`src/rtl/core/assert_macros.svh`:
```
// assertion helpers, clocked on clk_i and quiet while rst_ni is low
`ifndef ASSERT_MACROS_SVH
`define ASSERT_MACROS_SVH

// antecedent implies consequent in the same cycle
`define AST_IMPL(lbl, ante, cons) \
  lbl: assert property (@(posedge clk_i) disable iff (!rst_ni) (ante) |-> (cons)) \
    else $error("assertion failed");

// condition never holds
`define AST_NEVER(lbl, cond) \
  lbl: assert property (@(posedge clk_i) disable iff (!rst_ni) !(cond)) \
    else $error("assertion failed");

`endif

```
`src/rtl/core/yrd_pkg.sv`:
```
package yrd_pkg;

  localparam int unsigned MAX_CLASSES = 128;
  localparam int unsigned FRAC_BITS   = 12;
  // scale registers are Q4.12 regardless of the element format
  localparam int unsigned SCALE_FRAC  = 12;

  localparam int unsigned ELEM_W     = 24;
  localparam int unsigned THR_W      = 13;
  localparam int unsigned SCALE_W    = 16;
  localparam int unsigned CFG_DATA_W = 16;
  localparam int unsigned CFG_IDX_W  = 2;
  localparam int unsigned CLASS_W    = 8;
  localparam int unsigned POS_W      = 8;
  localparam int unsigned BOX_W      = 16;
  localparam int unsigned CPX_W      = 32;
  localparam int unsigned SCORE_W    = 24;
  localparam int unsigned AREA_W     = 48;

  localparam int unsigned OBJ_POS     = 4;
  localparam int unsigned FIRST_CLASS = 5;
  localparam logic [POS_W-1:0] POS_MAX = '1;

  localparam logic [THR_W-1:0]   THR_RESET   = THR_W'(2048);
  localparam logic [SCALE_W-1:0] SCALE_RESET = SCALE_W'(4096);

  localparam int unsigned MUL_W  = 28;
  localparam int unsigned PROD_W = 2 * MUL_W;

  localparam int unsigned ROWQ_DEPTH = 2;
  localparam int unsigned ROWQ_AW    = $clog2(ROWQ_DEPTH);

  typedef enum logic [CFG_IDX_W-1:0] {
    CFG_CONF_THR = 2'd0,
    CFG_SCALE_X  = 2'd1,
    CFG_SCALE_Y  = 2'd2
  } cfg_idx_e;

  typedef enum logic [2:0] {
    STEP_SCORE,
    STEP_WIDTH,
    STEP_HEIGHT,
    STEP_CX,
    STEP_CY,
    STEP_LEFT,
    STEP_TOP,
    STEP_AREA
  } mul_step_e;

  typedef enum logic [1:0] {
    BK_IDLE,
    BK_RUN,
    BK_LAST,
    BK_DONE
  } bk_state_e;

  typedef struct packed {
    logic signed [ELEM_W-1:0] cx;
    logic signed [ELEM_W-1:0] cy;
    logic signed [ELEM_W-1:0] w;
    logic signed [ELEM_W-1:0] h;
    logic signed [ELEM_W-1:0] obj;
    logic signed [ELEM_W-1:0] best;
    logic [CLASS_W-1:0]       cls;
  } row_rec_t;

  localparam row_rec_t ROW_CLEAR = '{
    cx: '0, cy: '0, w: '0, h: '0, obj: '0, best: '0, cls: '1
  };

  typedef struct packed {
    logic [THR_W-1:0]   thr;
    logic [SCALE_W-1:0] sx;
    logic [SCALE_W-1:0] sy;
  } cfg_t;

  typedef struct packed {
    logic full;
    logic empty;
  } q_stat_t;

  // arithmetic shift right that rounds toward zero
  function automatic logic signed [63:0] trunc_shr(input logic signed [63:0] x,
                                                   input int unsigned k);
    logic signed [63:0] bias;
    bias = (x < 0) ? ((64'sd1 <<< k) - 64'sd1) : 64'sd0;
    return (x + bias) >>> k;
  endfunction

  function automatic logic signed [63:0] sat_s(input logic signed [63:0] x,
                                               input int unsigned bits);
    logic signed [63:0] hi;
    logic signed [63:0] lo;
    hi = (64'sd1 <<< (bits - 1)) - 64'sd1;
    lo = -hi - 64'sd1;
    if (x > hi) begin
      return hi;
    end else if (x < lo) begin
      return lo;
    end
    return x;
  endfunction

endpackage

```
`src/rtl/core/yrd_front.sv`:
```
module yrd_front import yrd_pkg::*; (
  input  logic                     clk_i,
  input  logic                     rst_ni,
  input  logic                     in_valid_i,
  output logic                     in_ready_o,
  input  logic signed [ELEM_W-1:0] element_value_i,
  input  logic                     row_last_i,
  input  q_stat_t                  q_stat_i,
  output logic                     push_o,
  output row_rec_t                 push_rec_o
);

  logic [POS_W-1:0] pos_q, pos_d;
  row_rec_t         row_q, row_d;
  logic [POS_W:0]   cls_off;
  logic             is_class;
  logic             fire;

  // only a row end needs a free queue slot
  assign in_ready_o = !(row_last_i && q_stat_i.full);
  assign fire       = in_valid_i && in_ready_o;

  assign cls_off  = {1'b0, pos_q} - (POS_W+1)'(FIRST_CLASS);
  assign is_class = (pos_q >= POS_W'(FIRST_CLASS)) && (pos_q != POS_MAX) &&
                    (cls_off < (POS_W+1)'(MAX_CLASSES));

  always_comb begin
    row_d = row_q;
    if (pos_q < POS_W'(OBJ_POS)) begin
      case (pos_q[1:0])
        2'd0:    row_d.cx = element_value_i;
        2'd1:    row_d.cy = element_value_i;
        2'd2:    row_d.w  = element_value_i;
        2'd3:    row_d.h  = element_value_i;
        default: row_d.h  = element_value_i;
      endcase
    end else if (pos_q == POS_W'(OBJ_POS)) begin
      row_d.obj = element_value_i;
    end else if (is_class && (element_value_i > row_q.best)) begin
      // first strictly greater score wins
      row_d.best = element_value_i;
      row_d.cls  = cls_off[CLASS_W-1:0];
    end
    pos_d = (pos_q == POS_MAX) ? pos_q : pos_q + 1'b1;
  end

  always_ff @(posedge clk_i or negedge rst_ni) begin
    if (!rst_ni) begin
      pos_q <= '0;
      row_q <= ROW_CLEAR;
    end else if (fire) begin
      if (row_last_i) begin
        pos_q <= '0;
        row_q <= ROW_CLEAR;
      end else begin
        pos_q <= pos_d;
        row_q <= row_d;
      end
    end
  end

  assign push_o     = fire && row_last_i;
  assign push_rec_o = row_d;

endmodule

```
`src/rtl/core/yrd_queue.sv`:
```
module yrd_queue import yrd_pkg::*; (
  input  logic     clk_i,
  input  logic     rst_ni,
  input  logic     push_i,
  input  row_rec_t push_rec_i,
  input  logic     pop_i,
  output row_rec_t head_o,
  output q_stat_t  stat_o
);

  row_rec_t             mem_q [ROWQ_DEPTH];
  row_rec_t             head_q;
  logic [ROWQ_AW-1:0]   wr_q, rd_q;
  logic [ROWQ_AW:0]     cnt_q;

  // head is registered; the back end always passes through its idle state before it reads it
  always_ff @(posedge clk_i) begin
    if (push_i) begin
      mem_q[wr_q] <= push_rec_i;
    end
    head_q <= mem_q[rd_q];
  end

  always_ff @(posedge clk_i or negedge rst_ni) begin
    if (!rst_ni) begin
      wr_q  <= '0;
      rd_q  <= '0;
      cnt_q <= '0;
    end else begin
      if (push_i) begin
        wr_q <= wr_q + 1'b1;
      end
      if (pop_i) begin
        rd_q <= rd_q + 1'b1;
      end
      case ({push_i, pop_i})
        2'b10:   cnt_q <= cnt_q + 1'b1;
        2'b01:   cnt_q <= cnt_q - 1'b1;
        default: cnt_q <= cnt_q;
      endcase
    end
  end

  assign head_o       = head_q;
  assign stat_o.full  = (cnt_q == (ROWQ_AW+1)'(ROWQ_DEPTH));
  assign stat_o.empty = (cnt_q == '0);

endmodule

```
`src/rtl/core/yrd_back.sv`:
```
module yrd_back import yrd_pkg::*; (
  input  logic                      clk_i,
  input  logic                      rst_ni,
  input  cfg_t                      cfg_i,
  input  q_stat_t                   q_stat_i,
  input  row_rec_t                  head_i,
  output logic                      pop_o,
  output logic                      out_valid_o,
  input  logic                      out_ready_i,
  output logic signed [BOX_W-1:0]   box_left_o,
  output logic signed [BOX_W-1:0]   box_top_o,
  output logic signed [BOX_W-1:0]   box_width_o,
  output logic signed [BOX_W-1:0]   box_height_o,
  output logic signed [CPX_W-1:0]   center_px_x_o,
  output logic signed [CPX_W-1:0]   center_px_y_o,
  output logic [SCORE_W-1:0]        score_o,
  output logic signed [CLASS_W-1:0] class_index_o,
  output logic signed [AREA_W-1:0]  box_area_o
);

  bk_state_e state_q, state_d;
  mul_step_e step_q, pstep_q;
  logic      pval_q;

  logic signed [MUL_W-1:0]  mul_a, mul_b;
  logic signed [MUL_W-1:0]  dx, dy;
  logic signed [PROD_W-1:0] prod_q;

  logic signed [MUL_W-1:0]   wq_q, hq_q;
  logic signed [BOX_W-1:0]   left_q, top_q, width_q, height_q;
  logic signed [CPX_W-1:0]   cpx_q, cpy_q;
  logic [SCORE_W-1:0]        score_q;
  logic signed [AREA_W-1:0]  area_q;

  logic signed [BOX_W-1:0]   out_left_q, out_top_q, out_width_q, out_height_q;
  logic signed [CPX_W-1:0]   out_cpx_q, out_cpy_q;
  logic [SCORE_W-1:0]        out_score_q;
  logic [CLASS_W-1:0]        out_cls_q;
  logic signed [AREA_W-1:0]  out_area_q;
  logic                      out_valid_q;

  logic signed [63:0] p64, obj64, thr64, sc64;
  logic signed [63:0] q_scale, q_box, q_edge, q_area;
  logic signed [63:0] s_box, s_edge, s_cpx, s_area;
  logic               drop, abort, out_free;
  logic               issue, load_out, st_pop;

  // ---------------- multiplier operand select ----------------
  // twice the center minus the size, so left/top divide by one more bit
  assign dx = (MUL_W'(head_i.cx) <<< 1) - MUL_W'(head_i.w);
  assign dy = (MUL_W'(head_i.cy) <<< 1) - MUL_W'(head_i.h);

  always_comb begin
    case (step_q)
      STEP_SCORE: begin
        mul_a = MUL_W'(head_i.obj);
        mul_b = MUL_W'(head_i.best);
      end
      STEP_WIDTH: begin
        mul_a = MUL_W'(head_i.w);
        mul_b = MUL_W'(cfg_i.sx);
      end
      STEP_HEIGHT: begin
        mul_a = MUL_W'(head_i.h);
        mul_b = MUL_W'(cfg_i.sy);
      end
      STEP_CX: begin
        mul_a = MUL_W'(head_i.cx);
        mul_b = MUL_W'(cfg_i.sx);
      end
      STEP_CY: begin
        mul_a = MUL_W'(head_i.cy);
        mul_b = MUL_W'(cfg_i.sy);
      end
      STEP_LEFT: begin
        mul_a = dx;
        mul_b = MUL_W'(cfg_i.sx);
      end
      STEP_TOP: begin
        mul_a = dy;
        mul_b = MUL_W'(cfg_i.sy);
      end
      STEP_AREA: begin
        mul_a = wq_q;
        mul_b = hq_q;
      end
      default: begin
        mul_a = '0;
        mul_b = '0;
      end
    endcase
  end

  // ---------------- product post-processing ----------------
  assign p64   = 64'(prod_q);
  assign obj64 = 64'(head_i.obj);
  assign thr64 = $signed(64'(cfg_i.thr));

  assign drop = ((obj64 <<< SCALE_FRAC) < (thr64 <<< FRAC_BITS)) ||
                ((p64 <<< SCALE_FRAC) < (thr64 <<< (2 * FRAC_BITS)));

  assign sc64    = p64 >>> FRAC_BITS;
  assign q_scale = trunc_shr(p64, SCALE_FRAC);
  assign q_box   = trunc_shr(p64, FRAC_BITS + SCALE_FRAC);
  assign q_edge  = trunc_shr(p64, FRAC_BITS + SCALE_FRAC + 1);
  assign q_area  = trunc_shr(p64, 2 * FRAC_BITS);
  assign s_box   = sat_s(q_box, BOX_W);
  assign s_edge  = sat_s(q_edge, BOX_W);
  assign s_cpx   = sat_s(q_scale, CPX_W);
  assign s_area  = sat_s(q_area, AREA_W);

  assign abort    = pval_q && (pstep_q == STEP_SCORE) && drop;
  assign out_free = !out_valid_q || out_ready_i;

  // ---------------- sequencer ----------------
  always_comb begin
    state_d = state_q;
    case (state_q)
      BK_IDLE: begin
        if (!q_stat_i.empty) begin
          state_d = BK_RUN;
        end
      end
      BK_RUN: begin
        if (abort) begin
          state_d = BK_IDLE;
        end else if (step_q == STEP_AREA) begin
          state_d = BK_LAST;
        end
      end
      BK_LAST: state_d = BK_DONE;
      BK_DONE: begin
        if (out_free) begin
          state_d = BK_IDLE;
        end
      end
      default: state_d = BK_IDLE;
    endcase
  end

  always_comb begin
    issue    = 1'b0;
    load_out = 1'b0;
    st_pop   = 1'b0;
    case (state_q)
      BK_RUN:  issue = 1'b1;
      BK_DONE: begin
        load_out = out_free;
        st_pop   = out_free;
      end
      default: begin
        issue    = 1'b0;
        load_out = 1'b0;
        st_pop   = 1'b0;
      end
    endcase
  end

  assign pop_o = st_pop || abort;

  always_ff @(posedge clk_i or negedge rst_ni) begin
    if (!rst_ni) begin
      state_q     <= BK_IDLE;
      step_q      <= STEP_SCORE;
      pstep_q     <= STEP_SCORE;
      pval_q      <= 1'b0;
      out_valid_q <= 1'b0;
    end else begin
      state_q <= state_d;
      pval_q  <= issue && !abort;
      if (issue) begin
        pstep_q <= step_q;
        step_q  <= mul_step_e'(3'(step_q + 3'd1));
      end else begin
        step_q <= STEP_SCORE;
      end
      if (load_out) begin
        out_valid_q <= 1'b1;
      end else if (out_ready_i) begin
        out_valid_q <= 1'b0;
      end
    end
  end

  always_ff @(posedge clk_i) begin
    if (issue) begin
      prod_q <= mul_a * mul_b;
    end
    if (pval_q) begin
      case (pstep_q)
        STEP_SCORE: begin
          if (sc64 < 0) begin
            score_q <= '0;
          end else if (sc64 > 64'(2 ** SCORE_W - 1)) begin
            score_q <= '1;
          end else begin
            score_q <= sc64[SCORE_W-1:0];
          end
        end
        STEP_WIDTH: begin
          width_q <= s_box[BOX_W-1:0];
          wq_q    <= q_scale[MUL_W-1:0];
        end
        STEP_HEIGHT: begin
          height_q <= s_box[BOX_W-1:0];
          hq_q     <= q_scale[MUL_W-1:0];
        end
        STEP_CX:   cpx_q  <= s_cpx[CPX_W-1:0];
        STEP_CY:   cpy_q  <= s_cpx[CPX_W-1:0];
        STEP_LEFT: left_q <= s_edge[BOX_W-1:0];
        STEP_TOP:  top_q  <= s_edge[BOX_W-1:0];
        STEP_AREA: area_q <= s_area[AREA_W-1:0];
        default:   area_q <= area_q;
      endcase
    end
    if (load_out) begin
      out_left_q   <= left_q;
      out_top_q    <= top_q;
      out_width_q  <= width_q;
      out_height_q <= height_q;
      out_cpx_q    <= cpx_q;
      out_cpy_q    <= cpy_q;
      out_score_q  <= score_q;
      out_cls_q    <= head_i.cls;
      out_area_q   <= area_q;
    end
  end

  assign out_valid_o   = out_valid_q;
  assign box_left_o    = out_left_q;
  assign box_top_o     = out_top_q;
  assign box_width_o   = out_width_q;
  assign box_height_o  = out_height_q;
  assign center_px_x_o = out_cpx_q;
  assign center_px_y_o = out_cpy_q;
  assign score_o       = out_score_q;
  assign class_index_o = $signed(out_cls_q);
  assign box_area_o    = out_area_q;

endmodule

```
`src/rtl/core/yolo_row_decode_core.sv`:
```
// channel   | signals                                   | direction
// ----------+-------------------------------------------+----------
// in        | in_valid_i/in_ready_o, element_value_i,   | request in
//           | row_last_i                                |
// out       | out_valid_o/out_ready_i, box_*, center_*, | request out
//           | score_o, class_index_o, box_area_o        |
// cfg       | cfg_we_i, cfg_idx_i, cfg_wdata_i          | write only
//
// front takes one element per cycle; it holds off only a row's last element
// while the two-entry row queue is full.
// back runs eight products through one shared 28x28 multiplier, in the steps score, width,
// height, cx, cy, left, top and area; a dropped row ends after the score step.
// reset loads the config defaults and clears row state; there is no clearing pass.
// a finished result sits in the output register while the front keeps filling.
`include "assert_macros.svh"

module yolo_row_decode_core import yrd_pkg::*; (
  input  logic                      clk_i,
  input  logic                      rst_ni,
  input  logic                      in_valid_i,
  output logic                      in_ready_o,
  input  logic signed [ELEM_W-1:0]  element_value_i,
  input  logic                      row_last_i,
  output logic                      out_valid_o,
  input  logic                      out_ready_i,
  output logic signed [BOX_W-1:0]   box_left_o,
  output logic signed [BOX_W-1:0]   box_top_o,
  output logic signed [BOX_W-1:0]   box_width_o,
  output logic signed [BOX_W-1:0]   box_height_o,
  output logic signed [CPX_W-1:0]   center_px_x_o,
  output logic signed [CPX_W-1:0]   center_px_y_o,
  output logic [SCORE_W-1:0]        score_o,
  output logic signed [CLASS_W-1:0] class_index_o,
  output logic signed [AREA_W-1:0]  box_area_o,
  input  logic                      cfg_we_i,
  input  logic [CFG_IDX_W-1:0]      cfg_idx_i,
  input  logic [CFG_DATA_W-1:0]     cfg_wdata_i
);

  cfg_t     cfg_q;
  q_stat_t  q_stat;
  row_rec_t push_rec, head_rec;
  logic     push, pop;

  always_ff @(posedge clk_i or negedge rst_ni) begin
    if (!rst_ni) begin
      cfg_q.thr <= THR_RESET;
      cfg_q.sx  <= SCALE_RESET;
      cfg_q.sy  <= SCALE_RESET;
    end else if (cfg_we_i) begin
      case (cfg_idx_i)
        CFG_CONF_THR: cfg_q.thr <= cfg_wdata_i[THR_W-1:0];
        CFG_SCALE_X:  cfg_q.sx  <= cfg_wdata_i[SCALE_W-1:0];
        CFG_SCALE_Y:  cfg_q.sy  <= cfg_wdata_i[SCALE_W-1:0];
        default:      cfg_q     <= cfg_q;
      endcase
    end
  end

  yrd_front u_front (
    .clk_i           (clk_i),
    .rst_ni          (rst_ni),
    .in_valid_i      (in_valid_i),
    .in_ready_o      (in_ready_o),
    .element_value_i (element_value_i),
    .row_last_i      (row_last_i),
    .q_stat_i        (q_stat),
    .push_o          (push),
    .push_rec_o      (push_rec)
  );

  yrd_queue u_queue (
    .clk_i      (clk_i),
    .rst_ni     (rst_ni),
    .push_i     (push),
    .push_rec_i (push_rec),
    .pop_i      (pop),
    .head_o     (head_rec),
    .stat_o     (q_stat)
  );

  yrd_back u_back (
    .clk_i         (clk_i),
    .rst_ni        (rst_ni),
    .cfg_i         (cfg_q),
    .q_stat_i      (q_stat),
    .head_i        (head_rec),
    .pop_o         (pop),
    .out_valid_o   (out_valid_o),
    .out_ready_i   (out_ready_i),
    .box_left_o    (box_left_o),
    .box_top_o     (box_top_o),
    .box_width_o   (box_width_o),
    .box_height_o  (box_height_o),
    .center_px_x_o (center_px_x_o),
    .center_px_y_o (center_px_y_o),
    .score_o       (score_o),
    .class_index_o (class_index_o),
    .box_area_o    (box_area_o)
  );

  `AST_NEVER(a_q_full_and_empty, q_stat.full && q_stat.empty)
  `AST_IMPL(a_no_push_when_full, push, !q_stat.full)
  `AST_IMPL(a_no_pop_when_empty, pop, !q_stat.empty)

endmodule

```
`config.mk`:
```
export PLATFORM = sky130hd
export DESIGN_NAME = yolo_row_decode_core
export DESIGN_NICKNAME = d
export VERILOG_FILES = /design/src/rtl/core/yrd_pkg.sv /design/src/rtl/core/yrd_front.sv /design/src/rtl/core/yrd_queue.sv /design/src/rtl/core/yrd_back.sv /design/src/rtl/core/yolo_row_decode_core.sv
export VERILOG_INCLUDE_DIRS = /design/src /design/src/rtl/core
export SDC_FILE = /design/constraint.sdc
export NUM_CORES = 2
export LEC_CHECK = 0
export ABC_AREA = 0
export BUFFER_PORTS_ARGS = -buffer_cell sky130_fd_sc_hd__buf_2
export CORE_ASPECT_RATIO = 2
export CORE_MARGIN = 3
export CORE_UTILIZATION = 65
export DETAILED_ROUTE_END_ITERATION = 8
export GPL_TIMING_DRIVEN = 0
export PLACE_DENSITY = 0.83
export SKIP_LAST_GASP = 1
export SYNTH_ARGS = -nofsm -noshare
export SYNTH_HDL_FRONTEND = slang
export SYNTH_SLANG_ARGS = --single-unit
```
`constraint.sdc`:
```
create_clock -name clk_i -period 16.39 [get_ports clk_i]
set_input_delay 4.917 -clock clk_i [delete_from_list [all_inputs] [get_ports clk_i]]
set_output_delay 4.917 -clock clk_i [all_outputs]
set_load 0.02 [all_outputs]
```
==> results_dict.tcl <==
set metrics [dict create \
    grt_pass1_wl_um 415000 \
    post_cts_buffers 0 \
    dpl.hpwl_um 227000 \
    drt-initial-drc-count 5681 \
    die_width_um 247 \
    cp-start-kind "register" \
    timing.fmax_ghz 0.0624 \
    routabilityCongestion 1.07 \
    crit_path_end_kind "register" \
    finClkSkew_ns 0.0573 \
    htree_num_levels 3 \
    status "finished, violations left" \
    path_class "reg2reg" \
    drv_slew 53 \
    grt_usage 0.494 \
    layout_common_cells "988 x inv_1, 825 x fa_1, 796 x edfxtp_1" \
    die_h_um 489 \
    gr-total-overflow 0 \
    ant_nets 0 \
    port_buffers 257 \
    r2r_start "u_back.step_q[2]" \
    min_from "u_back.cpy_q[17]" \
    drt-total-wl_um 290000 \
    synthArstFlopShare 0.188 \
    dr.pass1.iters 8 \
    synth_area_leaders "edfxtp_1 32%, fa_1 22%, dfrtp_1 6.9%, ha_1 5.2%, inv_1 4.9%" \
    setup_viol 0 \
    synth_flop_cell "edfxtp_1" \
    drcViolationCount 2 \
    max-cap-violations 8 \
    cp-startpoint "u_back.step_q[2]" \
    worst_pin_slew_ns 1.57 \
    finalWorstSetupSlack_ns 0.368 \
    synth_seq_area_share 0.428 \
    synth_xor_area_frac 0.0221 \
    crit_path_max_fanout 10 \
    fin_crit_ns 16.02 \
    wl_per_cell_um 34.3 \
    grt_max_degree 106 \
    finalSetupTns_ns 0 \
    nNetsFinal 8044 \
    antenna_found_initial 14 \
    synth-compound-area-share 0.0775 \
    rows 176 \
    cts_root_buf "clkbuf_16" \
    synth_seq_cells 1167 \
    yosys.area_share.simple 0.0891 \
    slowest_delay_ns 1.16 \
    hold_viol_final 0 \
    final_common_cell "inv_1" \
    arrival_ns 16.51 \
    worstPathRequired_ns 16.88 \
    yosysWarningCount 0 \
    hold_path_class "reg2reg" \
    die_area_um2 121000 \
    cts.sinks 1167 \
    cts_buffer_depth 3 \
    synth_cell_type_count 93 \
    syn-mean-instance-area_um2 11.8 \
    coreArea_um2 115000 \
    num_vias 56200 \
    synth_top_area_frac 0.315 \
    postCtsHoldBufs 0 \
    clk_latency_ns 0.78 \
    muxShareOfSynthArea 0.0465 \
    pre_cts_ws_ns 1.23 \
    slew_headroom -0.0443 \
    numCtsBuffers 95 \
    tritoncts "done" \
    violations "DRC, capacitance limit, slew limit" \
    synth_fa_ha_area_frac 0.270 \
    routed_via_density 6.64 \
    cp_slowest_cell "clkbuf_1" \
    synth_top_family_by_area "adder cells" \
    fin_crit_sh 0.978 \
    drive_gt1_frac 0.134 \
    rsz0062_at_grt "false" \
    start_util 0.657 \
    holdWs_ns 0.400 \
    cts_resized 0 \
    synth_nets 7637 \
    yosys.area.top_type "edfxtp_1" \
    clk_pin_slew_ns 0.07 \
    grt_pass1_vias 60200 \
    synth-edff-count 796 \
    synth_area_um2 75800 \
    postSynthCellCount 6448 \
    ioPinCount 258 \
    syn_to_final_growth_pct 9.76 \
]
[logic make-up after synthesis]
kind of cell	count (synthesis)
fa+ha+maj	1141
simple gates	1519
compound gates	806
flops	1167
buf+inv	1310
mux	314
xor+xnor	191
[per-layer routing]
| metal | wire [µm] | GRT usage |
|---|---|---|
| met1 | 77600 | 0.449 |
| met2 | 141000 | 0.818 |
| met3 | 24500 | 0.112 |
| met4 | 47600 | 0.609 |
| met5 | 20 | 0 |
[sequential cells by signal, summed over array words and instances (netlist names), 24 cells and up, named ones only]
register              flops
u_queue.mem_q           304
u_front.row_q           152
u_queue.head_o          152
u_back.prod_q            56
cfg_q                    45
u_back.area_q            34
u_back.box_area_o        34
u_back.center_px_x_o     32
u_back.center_px_y_o     32
u_back.cpx_q             32
u_back.cpy_q             32
u_back.hq_q              28
u_back.wq_q              28
u_back.score_o           24
u_back.score_q           24
[synthesized netlist by cell type (21+ instances only)]
library cell	number
and2_1	68
inv_1	989
nand2_1	554
xor2_1	72
a21oi_1	105
dfxtp_1	152
ha_1	316
or3_1	21
o21ai_1	38
a221o_1	21
a221oi_1	31
nor2b_1	29
dfrtp_1	208
a22oi_1	30
a21o_1	69
o21a_1	34
clkbuf_1	264
nand4_1	36
nor4_1	22
nor3_1	105
fa_1	825
xnor2_1	119
mux2_2	307
and3_1	36
nand2b_1	30
a22o_1	164
edfxtp_1	796
nand3_1	87
nor2_1	489
o21ai_0	127
buf_2	32
[cell type report]
cell class	instances	area [µm²]
plain buffers	321	1340
repair buffers	310	2010
diodes	12	30.0
fillers	7693	32200
clock inverters	69	772
flip-flops and latches	1167	32400
well taps	1513	1890
clock buffers	111	2490
multi-input cells	3971	38500
inverters	989	3710
[path summary, 6_finish.rpt]
| kind | endpoint | slack, ns | cells past startpoint |
|---|---|---|---|
| max in group asynchronous | cfg_q[2] | 11.02 | 3 |
| worst max-delay path | u_back.prod_q[55] | 0.37 | 36 |
| min in group asynchronous | u_front.row_q[96] | 3.99 | 1 |
| worst min-delay path | u_back.center_px_y_o[17] | 0.40 | 0 |
| worst min register to register | u_back.center_px_y_o[17] | 0.40 | 0 |
| worst max register to register | u_back.prod_q[55] | 0.37 | 36 |
[critical path: cells and delay by family, from the launching register on]
kind,cells,cell delay (ns)
AOI/OAI and AO/OA,8,2.60
xor gates and xnor gates,1,0.38
adders and majority gates,10,4.40
buffers and inverters,11,4.75
DFF,1,0.48
and+or+nand+nor,6,3.11
[per-stage QoR]
stage	area, µm²	util	std cells
global route	83200	0.721	8451
detailed placement	79800	0.692	8267
CTS	83100	0.720	8447
floorplan	75800	-	6448
global placement	79000	0.684	8218
finish	83200	0.721	8463
Power is not shown: default switching activity piles up to over one toggle a cycle in this logic, so the estimate is an artifact.
